**src/rtl/dilqg_pkg.sv**
```systemverilog
// Shared types and constants for the delayed-input LQG controller.
// No dependencies; used by every module under rtl/.
package dilqg_pkg;

    // Defaults for the top-level parameters
    localparam int DEF_MAX_STATES  = 8;
    localparam int DEF_MAX_DELAYS  = 8;
    localparam int DEF_VALUE_WIDTH = 32;
    localparam int DEF_COEF_DEPTH  = 128;

    // Fixed widths: port fields and worst-case indices over the parameter ranges
    localparam int IO_W   = 32;  // width of value fields on the ports
    localparam int SLOT_W = 7;
    localparam int CA_W   = 10;  // coefficient address, covers the largest layout
    localparam int IX_W   = 6;   // loop index, covers MAX_STATES+MAX_DELAYS+1
    localparam int CFG_W  = 4;   // num_states / num_delays width

    // Item modes
    localparam logic [1:0] MODE_COEF = 2'd0;
    localparam logic [1:0] MODE_REF  = 2'd1;
    localparam logic [1:0] MODE_STEP = 2'd2;

    // Configuration register indexes
    localparam logic [1:0] REG_NUM_STATES = 2'd0;
    localparam logic [1:0] REG_NUM_DELAYS = 2'd1;
    localparam logic [1:0] REG_MAX_CTRL   = 2'd2;
    localparam logic [1:0] REG_MIN_CTRL   = 2'd3;

    // Datapath micro-operations
    typedef enum logic [3:0] {
        OP_NONE,
        OP_CLR,    // clear accumulator
        OP_READ,   // read coefficient, select second operand
        OP_MUL,    // register product
        OP_ACC,    // accumulate rounded product
        OP_EST,    // est[idx] = pred[idx] + rounded product
        OP_INNOV,  // innovation = y - acc
        OP_BOUND,  // u = clamp(acc), load output register
        OP_SHIFT,  // shift delay line, append u
        OP_PRED    // pred[idx] = acc
    } t_op;

    // Second multiplier operand
    typedef enum logic [2:0] {
        SRC_PRED,
        SRC_INNOV,
        SRC_REFEST,  // ref[ref_idx] - est[idx]
        SRC_REFDL,   // ref[ref_idx] - dl[idx]
        SRC_EST,
        SRC_DL0,
        SRC_DL1
    } t_src;

    typedef struct packed {
        t_op              op;
        t_src             src;
        logic [CA_W-1:0]  coef_addr;
        logic [IX_W-1:0]  idx;
        logic [IX_W-1:0]  ref_idx;
    } t_dp_cmd;

    typedef struct packed {
        logic out_free;  // output register can take a new item this cycle
    } t_dp_stat;

    typedef struct packed {
        logic                    we_coef;
        logic                    we_ref;
        logic                    start;
        logic [SLOT_W-1:0]       slot;
        logic signed [IO_W-1:0]  value;
        logic signed [IO_W-1:0]  meas;
    } t_load;

endpackage

```
**src/rtl/dilqg_ctrl.sv**
```systemverilog
// Step sequencer: walks correct, control, bound, shift and predict phases.
// Depends on dilqg_pkg; issues t_dp_cmd to dilqg_datapath.
module dilqg_ctrl #(
    parameter int MAX_STATES = dilqg_pkg::DEF_MAX_STATES,
    parameter int MAX_DELAYS = dilqg_pkg::DEF_MAX_DELAYS
) (
    input  logic                          i_clk,
    input  logic                          i_rst_n,
    input  logic                          i_start,
    input  logic [dilqg_pkg::IX_W-1:0]    i_n,
    input  logic [dilqg_pkg::IX_W-1:0]    i_d,
    input  dilqg_pkg::t_dp_stat           i_stat,
    output dilqg_pkg::t_dp_cmd            o_cmd,
    output logic                          o_busy
);
    localparam int CAW    = dilqg_pkg::CA_W;
    localparam int IXW    = dilqg_pkg::IX_W;
    localparam int OFS_B1 = MAX_STATES * MAX_STATES;
    localparam int OFS_B2 = OFS_B1 + MAX_STATES;
    localparam int OFS_C  = OFS_B2 + MAX_STATES;
    localparam int OFS_K  = OFS_C + MAX_STATES;
    localparam int OFS_L  = OFS_K + MAX_STATES + MAX_DELAYS + 1;

    typedef enum logic [3:0] {
        PH_IDLE, PH_CLR_C, PH_CORR, PH_INNOV, PH_GAIN, PH_CLR_K, PH_CTRL,
        PH_BOUND, PH_SHIFT, PH_CLR_P, PH_PRED, PH_PWR
    } t_phase;

    typedef enum logic [1:0] { SUB_RD, SUB_MUL, SUB_ACC } t_sub;

    t_phase          r_phase;
    t_sub            r_sub;
    logic [IXW-1:0]  r_i;
    logic [IXW-1:0]  r_j;
    logic            w_term_phase;
    logic            w_last;

    // Last term of the running dot product
    always_comb begin
        unique case (r_phase)
            PH_CORR: w_last = (r_j == IXW'(i_n - 1'b1));
            PH_GAIN: w_last = (r_i == IXW'(i_n - 1'b1));
            PH_CTRL: w_last = (r_j == IXW'(i_n + i_d));
            PH_PRED: w_last = (r_j == IXW'(i_n + 1'b1));
            default: w_last = 1'b0;
        endcase
    end

    assign w_term_phase = (r_phase == PH_CORR) || (r_phase == PH_GAIN) ||
                          (r_phase == PH_CTRL) || (r_phase == PH_PRED);

    // Command decode
    always_comb begin
        o_cmd           = '0;
        o_cmd.op        = dilqg_pkg::OP_NONE;
        o_cmd.src       = dilqg_pkg::SRC_PRED;
        o_cmd.idx       = r_j;
        o_cmd.ref_idx   = r_j;
        unique case (r_phase)
            PH_CORR: begin
                o_cmd.src       = dilqg_pkg::SRC_PRED;
                o_cmd.coef_addr = CAW'(OFS_C) + CAW'(r_j);
            end
            PH_GAIN: begin
                o_cmd.src       = dilqg_pkg::SRC_INNOV;
                o_cmd.idx       = r_i;
                o_cmd.coef_addr = CAW'(OFS_L) + CAW'(r_i);
            end
            PH_CTRL: begin
                o_cmd.coef_addr = CAW'(OFS_K) + CAW'(r_j);
                if (r_j < i_n) begin
                    o_cmd.src = dilqg_pkg::SRC_REFEST;
                end else begin
                    o_cmd.src = dilqg_pkg::SRC_REFDL;
                    o_cmd.idx = IXW'(r_j - i_n + 1'b1);
                end
            end
            PH_PRED: begin
                if (r_j < i_n) begin
                    o_cmd.src       = dilqg_pkg::SRC_EST;
                    o_cmd.coef_addr = CAW'(r_i) * CAW'(MAX_STATES) + CAW'(r_j);
                end else if (r_j == i_n) begin
                    o_cmd.src       = dilqg_pkg::SRC_DL0;
                    o_cmd.coef_addr = CAW'(OFS_B1) + CAW'(r_i);
                end else begin
                    o_cmd.src       = dilqg_pkg::SRC_DL1;
                    o_cmd.coef_addr = CAW'(OFS_B2) + CAW'(r_i);
                end
            end
            default: ;
        endcase

        if (w_term_phase) begin
            unique case (r_sub)
                SUB_RD:  o_cmd.op = dilqg_pkg::OP_READ;
                SUB_MUL: o_cmd.op = dilqg_pkg::OP_MUL;
                SUB_ACC: o_cmd.op = (r_phase == PH_GAIN) ? dilqg_pkg::OP_EST
                                                         : dilqg_pkg::OP_ACC;
                default: o_cmd.op = dilqg_pkg::OP_NONE;
            endcase
        end else begin
            unique case (r_phase)
                PH_CLR_C, PH_CLR_K, PH_CLR_P: o_cmd.op = dilqg_pkg::OP_CLR;
                PH_INNOV: o_cmd.op = dilqg_pkg::OP_INNOV;
                PH_BOUND: o_cmd.op = i_stat.out_free ? dilqg_pkg::OP_BOUND
                                                     : dilqg_pkg::OP_NONE;
                PH_SHIFT: o_cmd.op = dilqg_pkg::OP_SHIFT;
                PH_PWR: begin
                    o_cmd.op  = dilqg_pkg::OP_PRED;
                    o_cmd.idx = r_i;
                end
                default:  o_cmd.op = dilqg_pkg::OP_NONE;
            endcase
        end
    end

    // Phase, term step and loop counters
    always_ff @(posedge i_clk) begin
        if (!i_rst_n) begin
            r_phase <= PH_IDLE;
            r_sub   <= SUB_RD;
            r_i     <= '0;
            r_j     <= '0;
        end else if (w_term_phase) begin
            unique case (r_sub)
                SUB_RD:  r_sub <= SUB_MUL;
                SUB_MUL: r_sub <= SUB_ACC;
                SUB_ACC: begin
                    r_sub <= SUB_RD;
                    if (!w_last) begin
                        if (r_phase == PH_GAIN) r_i <= r_i + 1'b1;
                        else                    r_j <= r_j + 1'b1;
                    end else begin
                        unique case (r_phase)
                            PH_CORR: r_phase <= PH_INNOV;
                            PH_GAIN: r_phase <= PH_CLR_K;
                            PH_CTRL: r_phase <= PH_BOUND;
                            default: r_phase <= PH_PWR;
                        endcase
                    end
                end
                default: r_sub <= SUB_RD;
            endcase
        end else begin
            unique case (r_phase)
                PH_IDLE: begin
                    if (i_start) r_phase <= PH_CLR_C;
                    r_j <= '0;
                end
                PH_CLR_C: r_phase <= PH_CORR;
                PH_INNOV: begin
                    r_phase <= PH_GAIN;
                    r_i     <= '0;
                end
                PH_CLR_K: begin
                    r_phase <= PH_CTRL;
                    r_j     <= '0;
                end
                PH_BOUND: if (i_stat.out_free) r_phase <= PH_SHIFT;
                PH_SHIFT: begin
                    r_phase <= PH_CLR_P;
                    r_i     <= '0;
                end
                PH_CLR_P: begin
                    r_phase <= PH_PRED;
                    r_j     <= '0;
                end
                PH_PWR: begin
                    if (r_i == IXW'(i_n - 1'b1)) begin
                        r_phase <= PH_IDLE;
                    end else begin
                        r_i     <= r_i + 1'b1;
                        r_phase <= PH_CLR_P;
                    end
                end
                default: r_phase <= PH_IDLE;
            endcase
        end
    end

    assign o_busy = (r_phase != PH_IDLE);

endmodule

```
**config.mk**
```make
export PLATFORM = sky130hd
export DESIGN_NAME = dilqg_ctrl
export DESIGN_NICKNAME = d
export VERILOG_FILES = /design/src/rtl/dilqg_pkg.sv /design/src/rtl/dilqg_ctrl.sv
export SDC_FILE = /design/constraint.sdc
export NUM_CORES = 1
export LEC_CHECK = 0
export ABC_CLOCK_PERIOD_IN_PS = 4500
export BUFFER_PORTS_ARGS = -buffer_cell sky130_fd_sc_hd__buf_2
export CORE_ASPECT_RATIO = 1.5
export CORE_MARGIN = 2
export CORE_UTILIZATION = 35
export DETAILED_ROUTE_END_ITERATION = 16
export GPL_TIMING_DRIVEN = 0
export HOLD_SLACK_MARGIN = 0.15
export SYNTH_ARGS = -nofsm -noshare
export SYNTH_HDL_FRONTEND = slang
export SYNTH_SLANG_ARGS = --single-unit
```
**constraint.sdc**
```tcl
create_clock -name i_clk -period 4.5 [get_ports i_clk]
set_clock_uncertainty 0.05 [all_clocks]
set_input_delay 0.9 -clock i_clk [delete_from_list [all_inputs] [get_ports i_clk]]
set_output_delay 0.9 -clock i_clk [all_outputs]
set_load 0.005 [all_outputs]
```
# After elaboration in Yosys (flattened, before gate mapping)
# Index checks and enable logic that the tools add are counted.
totals:
  ff_bits: 18
  latchBits: 0
  mem_bits_rw: 0
  romBits: 0
  out_inout_bits: 30
  word_cells: 92
  mem_count: 0
op_classes:
  addsub: 13
  n_mul: 0
  div: 0
  n_lt_le_gt_ge: 1
  n_eq_ne: 26
  shifts: 0
  muxes: 34
  bitwise: 0
  reduce_logical: 14
op_table:
  columns: ["operator", "n"]
  rows:
  - ["6-bit 2-to-1 mux", 13]
  - ["13-bit case mux with 4 select lines", 1]
  - ["7-bit by 6-bit adder with 8-bit output, first input constant", 5]
  - ["4-bit case mux with 8 select lines", 1]
  - ["6-bit == test", 5]
  - ["4-bit 2-to-1 mux", 7]
  - ["6-bit by 1-bit adder with 6-bit output, second input constant", 4]
  - ["12-bit 2-to-1 mux", 2]
  - ["6-bit case mux with 2 select lines", 2]
  - ["4-bit case mux with 5 select lines", 1]
  - ["4-bit by 3-bit == test with 1-bit output, second input constant", 4]
  - ["4-bit == test, second input constant", 4]
  - ["4-bit case mux with 3 select lines", 1]
  - ["9-bit by 6-bit adder with 10-bit output", 1]
  - ["3-bit inequality test, second input constant", 3]
  - ["3-bit case mux with 3 select lines", 1]
  - ["4-bit by 2-bit == test with 1-bit output, second input constant", 2]
  - ["4-bit AND reduction", 2]
  - ["6-bit adder", 1]
  - ["6-bit < comparator", 1]
  - ["2-bit by 1-bit inequality test with 1-bit output, second input constant", 3]
  - ["3-bit OR reduction", 2]
  - ["6-bit by 1-bit subtractor with 6-bit output, second input constant", 1]
  - ["6-bit subtractor", 1]
  - ["16 further kinds", 20]

# Logic depth before layout (Yosys ltp)
depth:
  ltp_word: 6
  mapped_depth: 14
  ltp_nobuf: 12

# Worst setup path after synthesis
# Ideal clock, no wire load.
synth_path:
  path_kind: "input to output"
  start: "in i_n[1] (netlist name)"
  end: "out o_cmd[11] (netlist name)"
  t_arrival_ns: 2.637
  required_time_ns: 3.550
  setup_slack_ns: 0.913
  cell_stages: 10
  n_path_buf: 0
  path_cell_list: "inv_1 > ha_1 > inv_1 > ha_1 > fa_1 > a21o_1 > a21oi_1 > xnor2_1 > a22o_1 > a22o_1"
synth_lines:
  columns: ["element", "line_no", "source"]
  rows:
  - ["start: declaration", "dilqg_ctrl.sv:10", "input logic [dilqg_pkg::IX_W-1:0] i_n,"]
  - ["end: declaration", "dilqg_ctrl.sv:13", "output dilqg_pkg::t_dp_cmd o_cmd,"]

==> flow_metrics.env <==
export IMPL_cts_hold_buf=0
export IMPL_synth_ff_type="dfxtp_1"
export IMPL_overflow=0
export IMPL_ys_seq_area_frac=0.122
export IMPL_rows=41
export IMPL_die_width_microns=79.0
export IMPL_wl_microns=9500
export IMPL_antenna_found_initial=0
export IMPL_hold_class="register to register"
export IMPL_fmax_mhz=241
export IMPL_clock_sinks=18
export IMPL_n_antenna_cell=0
export IMPL_grt_pass1_vias=3084
export IMPL_stdcell_count=555
export IMPL_firstDrtPassIters=4
export IMPL_placed_cell_area_sq_um=3310
export IMPL_fin_area_sq_um=3400
export IMPL_clock_latency_ns=0.26
export IMPL_cts_resized=0
export IMPL_drive_above_1_share=0.156
export IMPL_crit_fanout=10
export IMPL_cts_tree="built"
export IMPL_yosys_warnings=0
export IMPL_setup_violations=0
export IMPL_die_area_sq_um=9210
export IMPL_start_kind="input port"
export IMPL_fin_tns_setup_ns=0
export IMPL_rsz0062_at_grt="no"
export IMPL_synthArstFlopShare=0
export IMPL_track_usage=0.211
export IMPL_die_y_microns=117
export IMPL_synth_ff_latch_count=18
export IMPL_synth_edf_count=0
export IMPL_required_ns=3.55
export IMPL_fin_util=0.410
export IMPL_cts_buffer_depth=2
export IMPL_dp_cells=551
export IMPL_fillerInstances=903
export IMPL_io_pins=46
export IMPL_wl_per_cell_microns=17.1
export IMPL_initial_core_util=0.356
export IMPL_max_cap_violations=0
export IMPL_outcome="completed"
export IMPL_peakVddDrop_v=0.000141
export IMPL_core_area_sq_um=8310
export IMPL_vias=3117
export IMPL_critical_path_arrival_ns=3.20
export IMPL_h_tree_depth=1
export IMPL_via_per_inst=5.62
export IMPL_grt_max_degree=12
export IMPL_cts_inserted_buffers=3
export IMPL_relSlewSlack=0.580
export IMPL_syn_area_sq_um=2960
export IMPL_critPathKind="input port to output port"
export IMPL_nNetsFinal=502
export IMPL_syn_to_final_growth_pct=15.2
export IMPL_portBuffers=45
export IMPL_power_density_nw_per_um2=266
export IMPL_cts_setup_buffers=0
export IMPL_grt_pass1_wl_microns=15200
export IMPL_tightest_slew_ns=0.625
export IMPL_ys_types=66
export IMPL_min_period_ns=4.15
export IMPL_synth_cells=399
export IMPL_drtIter0Drc=131
export IMPL_leakagePower_uw=0.00154
export IMPL_synth_fp_nets=452
export IMPL_gp_congestion=0.900
export IMPL_worstSetupEndpointType="output port"
export IMPL_syn_area_per_cell_sq_um=7.41
export IMPL_dp_hpwl_microns=7710
export IMPL_finalHoldViolCount=0
export IMPL_ant_nets=0
export IMPL_period_share=0.922
export IMPL_cts_root_buf="clkbuf_16"
export IMPL_slew_violations=0
export IMPL_drc=0
export IMPL_cts_clk_slew_worst_paths_ns=0.05
-- critical path: stages --
cell	delay (ns)
buf_2	0.13
inv_1	0.11
ha_1	0.34
nor2b_1	0.14
o211ai_1	0.16
a21oi_1	0.13
nor2_1	0.21
clkbuf_1	0.37
nor2_1	0.15
a221oi_1	0.34
inv_1	0.08
buf_2	0.14
-- worst paths after layout --
| path | startpoint | endpoint | slack (ns) | depth (start not counted) |
|---|---|---|---|---|
| worst max-delay path | i_n[1] | o_cmd[13] | 0.35 | 12 |
| worst min register to register | r_sub[1] | r_sub[1] | 0.50 | 2 |
| worst min-delay path | r_sub[1] | r_sub[1] | 0.50 | 2 |
| worst max register to register | r_phase[3] | r_phase[0] | 0.99 | 14 |
-- through the flow --
stage / worst slack [ns] / total power [uW] / hold WS (ns)
global route: 0.0471 / 970 / 0.546
finish: 0.353 / 906 / 0.499
CTS: 0.367 / 904 / 0.498
global placement: 0.416 / 693 / 0.471
detailed placement: 0.375 / 699 / 0.492
floorplan: 0.913 / 549 / 0.440
-- state kept, by name (all words and copies together), names as in the netlist --
| name | flops |
|---|---|
| r_i | 6 |
| r_j | 6 |
| r_phase | 4 |
| r_sub | 2 |
-- final cells by class --
type,count,area [sq um],share of cell area
Inverter,26,97.6,0.0287
Clock buffer,4,88.8,0.0261
Timing Repair Buffer,45,225,0.0662
Sequential cell,18,360,0.106
Multi-Input combinational cell,333,2400,0.704
Tap cell,107,134,0.0393
Buffer,22,101,0.0298
-- cell usage in the layout, fill, tap and decap left out, types with 5 or more instances in the layout --
cell type  count
buf_2         48
nand2_1       41
nor2_1        33
ha_1          32
a21oi_1       30
xnor2_1       26
inv_1         25
dfxtp_1       18
o21ai_0       13
a22o_1        12
clkbuf_1      11
nand3_1       10
nor3_1        10
mux2i_1        9
nand2b_1       8
nor2b_1        7
and3_1         7
a21o_1         6
nand4_1        5
buf_1          5
a22oi_1        5
and2_1         5
o22ai_1        5
xor2_1         5
fa_1           5
-- cells in the mapped netlist (all sizes together) (9+ instances only) --
master	n	area, sq um
inv	25	93.8
nor2	33	124
nand3	10	50.1
o21ai	14	70.1
a22o	12	105
nor3	11	60.1
ha	32	400
xnor2	26	228
nand2	42	160
mux2i	9	90.1
clkbuf	11	41.3
dfxtp	18	360
buf	11	60.1
a21oi	32	175
-- per-layer routing --
layer,part of all wire,up-vias,wire (microns),track usage
li1,-,1525,-,-
met1,0.40,1471,3790,0.237
met2,0.51,87,4820,0.381
met3,0.034,34,320,0.0224
met4,0.059,0,564,0.129
met5,0,-,0,0
-- where the power goes --
part | switching (uW) | leakage (uW) | total, uW | internal (uW)
Clock | 66.2 | 0.0000442 | 202 | 136
Sequential | 19.2 | 0.000146 | 196 | 177
Combinational | 309 | 0.00135 | 509 | 199
-- cells by family after synthesis --
family,share of synthesized area
xor+xnor,0.101
flops,0.122
mux,0.0381
compound gates,0.259
buf+inv,0.0673
simple gates,0.243
fa+ha+maj,0.169
(Power assumes the default switching activity.)
